===== config.mk =====
export PLATFORM = sky130hd
export DESIGN_NAME = polynomial_feature_expander
export DESIGN_NICKNAME = d
export VERILOG_FILES = /design/src/pfe_pkg.sv /design/src/pfe_sequencer.sv /design/src/pfe_datapath.sv /design/src/polynomial_feature_expander.sv
export SDC_FILE = /design/constraint.sdc
export NUM_CORES = 2
export LEC_CHECK = 0
export ABC_AREA = 1
export BUFFER_PORTS_ARGS = -buffer_cell sky130_fd_sc_hd__buf_2
export CAP_MARGIN = 20
export CORE_MARGIN = 2
export CORE_UTILIZATION = 39
export DETAILED_ROUTE_END_ITERATION = 12
export HOLD_SLACK_MARGIN = 0.05
export PLACE_DENSITY = 0.64
export REMOVE_ABC_BUFFERS = 1
export SKIP_CTS_REPAIR_TIMING = 1
export SLEW_MARGIN = 25
export SYNTH_ARGS = -nofsm -noshare
export SYNTH_HDL_FRONTEND = slang
export SYNTH_SLANG_ARGS = --single-unit

===== constraint.sdc =====
create_clock -name clock -period 16.9 [get_ports clock]
set_clock_uncertainty 0.1 [all_clocks]
set_input_delay 2.535 -clock clock [delete_from_list [all_inputs] [get_ports clock]]
set_output_delay 2.535 -clock clock [all_outputs]
set_load 0.005 [all_outputs]

===== src/pfe_pkg.sv =====
// shared types, constants and the monomial table of the polynomial feature expander
package pfe_pkg;

   localparam int TERM_COUNT = 35;
   localparam int MONO_COUNT = 34;
   localparam int CODE_W     = 6;

   // term code 0 is the constant term, code k+1 is monomial table entry k
   localparam logic [CODE_W-1:0] CODE_BIAS = 6'd0;

   localparam logic [1:0] CSR_MAX_DEGREE    = 2'd0;
   localparam logic [1:0] CSR_BIAS_ENABLE   = 2'd1;
   localparam logic [1:0] CSR_DISTINCT_ONLY = 2'd2;
   localparam logic [1:0] CSR_FEATURE_COUNT = 2'd3;

   // 1.0 in Q4.12
   localparam logic signed [15:0] ONE_Q12 = 16'sd4096;

   typedef struct packed {
      logic [1:0] degree;
      logic [1:0] i0;
      logic [1:0] i1;
      logic [1:0] i2;
   } mono_type;

   typedef struct packed {
      logic [1:0] max_degree;
      logic       bias_enable;
      logic       distinct_only;
      logic [2:0] feature_count;
   } cfg_type;

   typedef struct packed {
      logic              valid;
      logic [CODE_W-1:0] code;
      logic [5:0]        number;
      logic              last;
   } term_type;

   // every monomial over four features up to degree three, in output order
   localparam mono_type MONO_TABLE [MONO_COUNT] = '{
      '{2'd1, 2'd0, 2'd0, 2'd0}, '{2'd1, 2'd1, 2'd0, 2'd0},
      '{2'd1, 2'd2, 2'd0, 2'd0}, '{2'd1, 2'd3, 2'd0, 2'd0},
      '{2'd2, 2'd0, 2'd0, 2'd0}, '{2'd2, 2'd0, 2'd1, 2'd0},
      '{2'd2, 2'd0, 2'd2, 2'd0}, '{2'd2, 2'd0, 2'd3, 2'd0},
      '{2'd2, 2'd1, 2'd1, 2'd0}, '{2'd2, 2'd1, 2'd2, 2'd0},
      '{2'd2, 2'd1, 2'd3, 2'd0}, '{2'd2, 2'd2, 2'd2, 2'd0},
      '{2'd2, 2'd2, 2'd3, 2'd0}, '{2'd2, 2'd3, 2'd3, 2'd0},
      '{2'd3, 2'd0, 2'd0, 2'd0}, '{2'd3, 2'd0, 2'd0, 2'd1},
      '{2'd3, 2'd0, 2'd0, 2'd2}, '{2'd3, 2'd0, 2'd0, 2'd3},
      '{2'd3, 2'd0, 2'd1, 2'd1}, '{2'd3, 2'd0, 2'd1, 2'd2},
      '{2'd3, 2'd0, 2'd1, 2'd3}, '{2'd3, 2'd0, 2'd2, 2'd2},
      '{2'd3, 2'd0, 2'd2, 2'd3}, '{2'd3, 2'd0, 2'd3, 2'd3},
      '{2'd3, 2'd1, 2'd1, 2'd1}, '{2'd3, 2'd1, 2'd1, 2'd2},
      '{2'd3, 2'd1, 2'd1, 2'd3}, '{2'd3, 2'd1, 2'd2, 2'd2},
      '{2'd3, 2'd1, 2'd2, 2'd3}, '{2'd3, 2'd1, 2'd3, 2'd3},
      '{2'd3, 2'd2, 2'd2, 2'd2}, '{2'd3, 2'd2, 2'd2, 2'd3},
      '{2'd3, 2'd2, 2'd3, 2'd3}, '{2'd3, 2'd3, 2'd3, 2'd3}
   };

endpackage


===== src/pfe_sequencer.sv =====
// term sequencer: walks the enabled terms of a row, one per cycle
module pfe_sequencer #(
   parameter int MAX_FEATURES = 4,
   parameter int MAX_DEGREE   = 3
) (
   input  logic              clock,
   input  logic              reset,
   input  pfe_pkg::cfg_type  cfg,
   input  logic              accept,
   output pfe_pkg::term_type term
);

   pfe_pkg::term_type                 term_ff;
   pfe_pkg::term_type                 term_in;
   logic [pfe_pkg::TERM_COUNT-1:0]    term_mask;
   logic [2:0]                        nf_eff;
   logic [1:0]                        deg_eff;
   logic [pfe_pkg::CODE_W-1:0]        search_from;
   logic [pfe_pkg::CODE_W-1:0]        found_code;
   logic                              found_last;
   pfe_pkg::mono_type                 mono;
   logic                              in_range;
   logic                              ordered;

   // effective feature count and degree
   always_comb begin
      if (cfg.feature_count == 3'd0) begin
         nf_eff = 3'd1;
      end else if (cfg.feature_count > 3'(MAX_FEATURES)) begin
         nf_eff = 3'(MAX_FEATURES);
      end else begin
         nf_eff = cfg.feature_count;
      end
      if (cfg.max_degree == 2'd0) begin
         deg_eff = 2'd1;
      end else if (cfg.max_degree > 2'(MAX_DEGREE)) begin
         deg_eff = 2'(MAX_DEGREE);
      end else begin
         deg_eff = cfg.max_degree;
      end
   end

   // which term codes this configuration emits
   always_comb begin
      term_mask    = '0;
      term_mask[0] = cfg.bias_enable;
      mono         = pfe_pkg::MONO_TABLE[0];
      in_range     = 1'b0;
      ordered      = 1'b0;
      for (int e = 0; e < pfe_pkg::MONO_COUNT; e++) begin
         mono     = pfe_pkg::MONO_TABLE[e];
         in_range = ({1'b0, mono.i0} < nf_eff)
                 && ((mono.degree < 2'd2) || ({1'b0, mono.i1} < nf_eff))
                 && ((mono.degree < 2'd3) || ({1'b0, mono.i2} < nf_eff));
         ordered  = ((mono.degree < 2'd2) || (mono.i1 > mono.i0))
                 && ((mono.degree < 2'd3) || (mono.i2 > mono.i1));
         term_mask[e + 1] = (mono.degree <= deg_eff) && in_range
                         && (!cfg.distinct_only || ordered);
      end
   end

   // next enabled code at or above search_from, and whether any follows it
   always_comb begin
      search_from = accept ? pfe_pkg::CODE_BIAS : term_ff.code + 6'd1;
      found_code  = pfe_pkg::CODE_BIAS;
      for (int i = pfe_pkg::TERM_COUNT - 1; i >= 0; i--) begin
         if (term_mask[i] && (6'(i) >= search_from)) begin
            found_code = 6'(i);
         end
      end
      found_last = 1'b1;
      for (int i = 0; i < pfe_pkg::TERM_COUNT; i++) begin
         if (term_mask[i] && (6'(i) > found_code)) begin
            found_last = 1'b0;
         end
      end
   end

   always_comb begin
      term_in = term_ff;
      if (accept) begin
         term_in.valid  = 1'b1;
         term_in.code   = found_code;
         term_in.number = 6'd0;
         term_in.last   = found_last;
      end else if (term_ff.valid && !term_ff.last) begin
         term_in.valid  = 1'b1;
         term_in.code   = found_code;
         term_in.number = term_ff.number + 6'd1;
         term_in.last   = found_last;
      end else begin
         term_in.valid = 1'b0;
      end
   end

   always_ff @(posedge clock) begin
      if (reset) begin
         term_ff <= '0;
      end else begin
         term_ff <= term_in;
      end
   end

   assign term = term_ff;

endmodule


===== src/pfe_datapath.sv =====
// operand select and two-stage product pipeline of the feature expander
module pfe_datapath (
   input  logic                     clock,
   input  logic                     reset,
   input  logic                     accept,
   input  logic signed [15:0]       feature_a,
   input  logic signed [15:0]       feature_b,
   input  logic signed [15:0]       feature_c,
   input  logic signed [15:0]       feature_d,
   input  pfe_pkg::term_type        term,
   output logic                     out_valid,
   output logic signed [46:0]       out_value,
   output logic [5:0]               out_number,
   output logic                     out_last
);

   logic signed [15:0] row_ff [4];

   logic               b_valid_ff;
   logic signed [15:0] b_f0_ff, b_f1_ff, b_f2_ff;
   logic signed [15:0] b_f0_in, b_f1_in, b_f2_in;
   logic [5:0]         b_number_ff;
   logic               b_last_ff;

   logic               c_valid_ff;
   logic signed [31:0] c_prod_ff;
   logic signed [15:0] c_f2_ff;
   logic [5:0]         c_number_ff;
   logic               c_last_ff;

   logic               d_valid_ff;
   logic signed [46:0] d_value_ff;
   logic signed [47:0] d_value_in;
   logic [5:0]         d_number_ff;
   logic               d_last_ff;

   pfe_pkg::mono_type  mono;

   // row holds until the next request; its last term has left stage one by then
   always_ff @(posedge clock) begin
      if (accept) begin
         row_ff[0] <= feature_a;
         row_ff[1] <= feature_b;
         row_ff[2] <= feature_c;
         row_ff[3] <= feature_d;
      end
   end

   // unused factors are 1.0 so every term lands in Q12.36
   always_comb begin
      mono    = pfe_pkg::MONO_TABLE[0];
      b_f0_in = pfe_pkg::ONE_Q12;
      b_f1_in = pfe_pkg::ONE_Q12;
      b_f2_in = pfe_pkg::ONE_Q12;
      if ((term.code != pfe_pkg::CODE_BIAS) && (term.code <= 6'(pfe_pkg::MONO_COUNT))) begin
         mono    = pfe_pkg::MONO_TABLE[6'(term.code - 6'd1)];
         b_f0_in = row_ff[mono.i0];
         if (mono.degree >= 2'd2) begin
            b_f1_in = row_ff[mono.i1];
         end
         if (mono.degree == 2'd3) begin
            b_f2_in = row_ff[mono.i2];
         end
      end
   end

   assign d_value_in = c_prod_ff * c_f2_ff;

   always_ff @(posedge clock) begin
      b_f0_ff     <= b_f0_in;
      b_f1_ff     <= b_f1_in;
      b_f2_ff     <= b_f2_in;
      b_number_ff <= term.number;
      b_last_ff   <= term.last;

      c_prod_ff   <= b_f0_ff * b_f1_ff;
      c_f2_ff     <= b_f2_ff;
      c_number_ff <= b_number_ff;
      c_last_ff   <= b_last_ff;

      d_value_ff  <= d_value_in[46:0];
      d_number_ff <= c_number_ff;
      d_last_ff   <= c_last_ff;
   end

   always_ff @(posedge clock) begin
      if (reset) begin
         b_valid_ff <= 1'b0;
         c_valid_ff <= 1'b0;
         d_valid_ff <= 1'b0;
      end else begin
         b_valid_ff <= term.valid;
         c_valid_ff <= b_valid_ff;
         d_valid_ff <= c_valid_ff;
      end
   end

   assign out_valid  = d_valid_ff;
   assign out_value  = d_value_ff;
   assign out_number = d_number_ff;
   assign out_last   = d_last_ff;

endmodule


===== src/polynomial_feature_expander.sv =====
// Polynomial feature expander: a request carries one row of four signed Q4.12
// features; the block answers with one result per enabled monomial term
// (constant, linear terms, then sorted index combinations of degree two and
// three), exact in signed Q11.36, the last of the row marked by rsp_last_term.
// After a request is taken, each term of its row passes the sequencer's term
// register and the datapath's operand, product and output registers; results
// then follow one per cycle with no gaps, 1 to 35 terms per row, as the term
// sequencer issues one term per cycle. busy is high while the
// sequencer still has terms of the current row to issue; it drops on the
// cycle the last term is issued, so a new request may be taken then and its
// results follow the previous row directly. Results cannot be held off.
// Configuration writes are taken at any time but must only be made while no
// row is in flight.
module polynomial_feature_expander #(
   parameter int MAX_FEATURES = 4,
   parameter int MAX_DEGREE   = 3
) (
   input  logic               clock,
   input  logic               reset,
   input  logic               start,
   output logic               busy,
   input  logic signed [15:0] req_feature_a,
   input  logic signed [15:0] req_feature_b,
   input  logic signed [15:0] req_feature_c,
   input  logic signed [15:0] req_feature_d,
   output logic               rsp_valid,
   output logic signed [46:0] rsp_term_value,
   output logic [5:0]         rsp_term_number,
   output logic               rsp_last_term,
   input  logic               csr_we,
   input  logic [1:0]         csr_index,
   input  logic [2:0]         csr_wdata
);

   pfe_pkg::cfg_type  cfg_ff;
   pfe_pkg::cfg_type  cfg_in;
   pfe_pkg::term_type term;
   logic              accept;

   always_comb begin
      cfg_in = cfg_ff;
      if (csr_we) begin
         unique case (csr_index)
            pfe_pkg::CSR_MAX_DEGREE:    cfg_in.max_degree    = csr_wdata[1:0];
            pfe_pkg::CSR_BIAS_ENABLE:   cfg_in.bias_enable   = csr_wdata[0];
            pfe_pkg::CSR_DISTINCT_ONLY: cfg_in.distinct_only = csr_wdata[0];
            pfe_pkg::CSR_FEATURE_COUNT: cfg_in.feature_count = csr_wdata;
            default:                    cfg_in = cfg_ff;
         endcase
      end
   end

   always_ff @(posedge clock) begin
      if (reset) begin
         cfg_ff.max_degree    <= 2'd2;
         cfg_ff.bias_enable   <= 1'b1;
         cfg_ff.distinct_only <= 1'b0;
         cfg_ff.feature_count <= 3'd4;
      end else begin
         cfg_ff <= cfg_in;
      end
   end

   assign busy   = term.valid && !term.last;
   assign accept = start && !busy;

   pfe_sequencer #(
      .MAX_FEATURES (MAX_FEATURES),
      .MAX_DEGREE   (MAX_DEGREE)
   ) u_sequencer (
      .clock  (clock),
      .reset  (reset),
      .cfg    (cfg_ff),
      .accept (accept),
      .term   (term)
   );

   pfe_datapath u_datapath (
      .clock      (clock),
      .reset      (reset),
      .accept     (accept),
      .feature_a  (req_feature_a),
      .feature_b  (req_feature_b),
      .feature_c  (req_feature_c),
      .feature_d  (req_feature_d),
      .term       (term),
      .out_valid  (rsp_valid),
      .out_value  (rsp_term_value),
      .out_number (rsp_term_number),
      .out_last   (rsp_last_term)
   );

endmodule


-- Word-level counts from Yosys, hierarchy flattened
Memories as Yosys holds them, arrays and structs flattened. A register that Yosys moved wholly into a read port is not among the register bits.
Cells that the tools add are included.
- flip-flop bits (word level): 140
- memory bits (writable): 64
- ROM bits: 512
- output and inout bits: 56
- logic and storage cells: 357
- memories: 2
- $add $sub $neg: 3
- multiply operators: 2
- magnitude comparators: 82
- equality and inequality tests: 4
- mux-type cells: 82
- bitwise gates (word level): 1
- reduce and logical (&&, ||, !) cells: 161
- memory list (name ; words ; bits a word ; rd ports ; clocked after Yosys merged registers in ; write ports ; line ; RTL):
    (no name shown) ; 64 ; 8 ; 1 ; 0 ; 0 ; pfe_datapath.sv:56 ; mono = pfe_pkg::MONO_TABLE[6'(term.code - 6'd1)];
    u_datapath.row_ff ; 4 ; 16 ; 3 ; 3 ; 4 ; pfe_datapath.sv:17 ; logic signed [15:0] row_ff [4];
- operator list (cell ; count):
    6-bit 2-to-1 mux ; 36
    1-bit logical AND ; 143
    5-bit by 6-bit >= comparator with 1-bit output, first input constant ; 16
    5-bit by 6-bit greater-than comparator with 1-bit output, first input constant ; 16
    4-bit by 6-bit >= comparator with 1-bit output, first input constant ; 8
    4-bit by 6-bit greater-than comparator with 1-bit output, first input constant ; 8
    32-bit by 16-bit multiplier with 47-bit output ; 1
    1-bit 2-to-1 mux ; 38
    16-bit by 16-bit multiplier with 32-bit output ; 1
    3-bit by 6-bit >= comparator with 1-bit output, first input constant ; 4
    3-bit by 6-bit greater-than comparator with 1-bit output, first input constant ; 4
    6-bit >= comparator, first input constant ; 3
    6-bit greater-than comparator, first input constant ; 3
    8-bit 2-to-1 mux ; 2
    14-bit 2-to-1 mux ; 1
    13-bit 2-to-1 mux ; 1
    6-bit by 1-bit adder with 6-bit output, second input constant ; 2
    1-bit by 6-bit >= comparator with 1-bit output, first input constant ; 2
    2-bit by 6-bit >= comparator with 1-bit output, first input constant ; 2
    1-bit by 6-bit greater-than comparator with 1-bit output, first input constant ; 2
    2-bit by 6-bit greater-than comparator with 1-bit output, first input constant ; 2
    2-bit AND reduction ; 6
    7-bit >= comparator, second input constant ; 1
    6-bit NOT with 7-bit output ; 1
    other kinds (19) ; 32

-- Logic depth before layout (Yosys ltp)
- depth in word-level cells: 82
- gate-level depth with buffers: 51
- depth with buffers taken out: 51

-- By module
Synthesis repeated with hierarchy kept, for this count alone.
- cells, all modules: 5088
- area, all modules: 39517.9 um^2
- by module, submodules not included (module ; times used ; cells each ; area each (um^2) ; sequential area each (um^2)):
    pfe_datapath ; 1 ; 4643 ; 37064.3 ; 5265.0
    pfe_sequencer ; 1 ; 396 ; 2130.8 ; 280.3
    polynomial_feature_expander ; 1 ; 49 ; 322.8 ; 140.1

-- Worst setup path before layout
OpenSTA, ideal clock, no wires.
- path kind: reg-to-reg
- start: reg u_datapath.c_prod_ff[13]
- end: reg u_datapath.d_value_ff[44], in the netlist u_datapath.out_value[44]
- library setup time: 0.136 ns
- arrival: 6.770 ns
- data required time: 16.664 ns
- setup slack: 9.894 ns
- cell stages (with the launch flop): 38
- path buffers: 2
- clock period less this slack: 7.006 ns
- cells stage by stage: dfxtp_1 clkbuf_1 clkbuf_1 nand2_1 fa_1 inv_1 fa_1 inv_1 fa_1 inv_1 fa_1 inv_1 fa_1 inv_1 fa_1 ha_1 nand2_1 nor3_1 [... 2 more ...] o21bai_2 a21oi_1 o21bai_1 a21oi_2 inv_1 a21oi_2 o21ai_1 a21oi_2 o21ai_1 nand2_1 nand2_1 nand2_1 nand2_1 nand2_2 nand2_2 inv_1 o41ai_1 xor2_1
- cells in the longest elaborated chain, start to end: 1
- ends and longest elaborated chain (element ; line ; RTL):
    start, declared ; pfe_datapath.sv:26 ; logic signed [31:0] c_prod_ff;
    start signal, assigned ; pfe_datapath.sv:76 ; c_prod_ff <= b_f0_ff * b_f1_ff;
    32-bit by 16-bit multiplier with 47-bit output ; pfe_datapath.sv:67 ; assign d_value_in = c_prod_ff * c_f2_ff;
    net u_datapath.d_value_in[44] ; pfe_datapath.sv:33 ; logic signed [47:0] d_value_in;
    end signal, assigned ; pfe_datapath.sv:81 ; d_value_ff <= d_value_in[46:0];
    end, declared ; pfe_datapath.sv:32 ; logic signed [46:0] d_value_ff;
The timed path passes the listed nets, and every way through them passes these cells.
A chain may end at the register's enable or synchronous reset.

-- Worst setup path in the final report
Same ends and word-level chain as after synthesis.

==> metrics.txt <==
Setup WS pre-CTS=9120 ps; largest net degree at the start of global routing=66; crit share post-route=0.457; Synth Instances=4291; initial antenna violation count=1; final worst slack=9170 ps; most frequent cells in the layout=1189 x inv_1, 956 x nand2_1, 742 x fa_1, 203 x ha_1, 193 x a21oi_1; DRC=0; Detailed Route WL=86000 um; hpwl dp=67800 um; R2R Setup Slk=9170 ps; Slowest cell on crit path=dfxtp_1; # port buffers=128; vias=26.6k; Max clock buf depth=3; global-route wire length before repair=147000 um; Worst Setup End Kind=flop; Req. time, crit path=17320 ps; Final Hold Fails=0; Max H-tree Level=2; total CTS buffers=35; nets@finish=5338; synthesis-to-finish area growth=8.26%; CP peak stage delay=730 ps; Most Frequent Cell on Critical Path=inv_1; chip height=309 um; type of origin of the critical path=flop; number of I/O pins=129; DR iter-0 viols=1644; Post-synth EDFFs=64; insertion delay to the later sink of the worst-skew pair=590 ps; CTS tree=built; RSZ-0062 raised after global routing=false; GP Congestion=0.881; FP Rows=112; chip width=309 um; share of cells above drive strength 1=0.0732; Rel. slew slack=0.325; crit-path max FO=16; DRT Pass-1 Iters=6; final slew viol count=0; final setup violation count=0; slew at the pin closest to its max-slew limit=1010 ps; ant diodes=0; final antenna-violating net count=0; status=complete, no violations; number of distinct library cells after synthesis=52; Worst-path clk slew=60 ps; Arrival @ worst endpoint=8150 ps; DR vias/cell=4.75; GRT Total Usage=0.191; kind of critical path=reg -> reg; CTS root buffer=clkbuf_16; post-route setup TNS=0 ps; commonest non-fill, non-tap cell in the layout=inv_1; vias in the first global route=28.6k; drt wl/cell=15.4 um; Synth async-reset ratio=0; Hold Crit Class=reg -> reg; FF+latch count, synth=252; Top FF cell, synth=dfxtp_1; minimum clock period=7730 ps; Max Cap Viol=0; die area=95800 um^2; TritonCTS Sinks=252; Yosys warnings=0; Netlist Area Pre-Place=36400 um^2; sequential area share after synthesis=0.156; Initial Util=0.392; gr ovfl total=0; core area=92900 um^2; Fmax=129 MHz; synthesized area per cell=8.48 um^2; WHS=222 ps
[critical path, delay by kind of cell, from the launching register on]
kind / cells / cell delay (ps)
xor+xnor: 1 / 170
fa+ha+maj: 7 / 3390
buf+inv: 7 / 400
compound gates: 12 / 2070
flops: 1 / 730
simple gates: 8 / 780
[routing by layer]
layer  part of all wire  wire length (um)  track usage  vias to the layer above
met5                  0                 0            0                        -
met4              0.022              1920       0.0483                        0
met2               0.48             41300        0.325                      763
met3              0.066              5660       0.0291                      133
li1                   -                 -            -                    12500
met1               0.43             37100        0.255                    13200
[cells by family (layout without fill, tap and decap cells)]
group | Yosys count | in the layout | share of synthesized area
flops | 252 | 252 | 0.156
simple gates | 1222 | 1222 | 0.136
fa+ha+maj | 945 | 945 | 0.478
buf+inv | 1371 | 1427 | 0.142
compound gates | 403 | 403 | 0.0643
xor+xnor | 98 | 98 | 0.0236
[cell type report]
cell class | count | area [um^2]
clock buffers | 44 | 981
clock inverters | 20 | 211
fillers | 9155 | 53500
inverters | 1204 | 4520
multi-input cells | 2668 | 25600
flip-flops and latches | 252 | 5690
well taps | 1254 | 1570
repair buffers | 159 | 873
[state kept, by name, summed over array words and instances (netlist names), 6 cells and up]
register	cells
u_datapath.b_f2_ff	16
u_datapath.b_f0_ff	16
cfg_ff	7
u_datapath.out_value	47
u_datapath.c_prod_ff	32
u_sequencer.term	14
u_datapath.b_number_ff	6
u_datapath.b_f1_ff	16
u_datapath.c_number_ff	6
u_datapath.row_ff	64
u_datapath.out_number	6
u_datapath.c_f2_ff	16
[final timing paths]
kind,from,end,depth (start not counted)
setup reg to reg,u_datapath.c_prod_ff[13]$_DFF_P_,u_datapath.out_value[44]$_DFF_P_,35
hold reg to reg,u_datapath.b_number_ff[5]$_DFF_P_,u_datapath.c_number_ff[5]$_DFF_P_,0
setup / recovery,u_datapath.c_prod_ff[13]$_DFF_P_,u_datapath.out_value[44]$_DFF_P_,35
hold / removal,u_datapath.b_number_ff[5]$_DFF_P_,u_datapath.c_number_ff[5]$_DFF_P_,0
[cell usage after synthesis, drive strengths merged, types with 7 or more instances]
cell    instances  area [um^2]
a21oi         202         1040
dfxtp         188         3760
nand4          13         81.3
clkbuf        162          608
nand3          55          310
o211ai         57          428
inv          1203         4520
nor3           20          100
ha            203         2540
edfxtp         64         1920
o21ai         101          517
xor2           71          622
o31ai           8         70.1
a31oi           7         50.1
xnor2          27          236
fa            742        14900
or2            45          282
o21bai          9         75.1
nand2         968         3680
nor2          117          459
[metrics by stage]
| stage | util | instance area, um^2 | cells |
|---|---|---|---|
| floorplan | - | 35800 | 4124 |
| global placement | 0.411 | 38200 | 5537 |
| detailed placement | 0.411 | 38200 | 5537 |
| CTS | 0.424 | 39400 | 5601 |
| global route | 0.424 | 39400 | 5601 |
| finish | 0.424 | 39400 | 5601 |
Power is not shown: default switching activity piles up to over one toggle a cycle in this logic, so the estimate is an artifact.
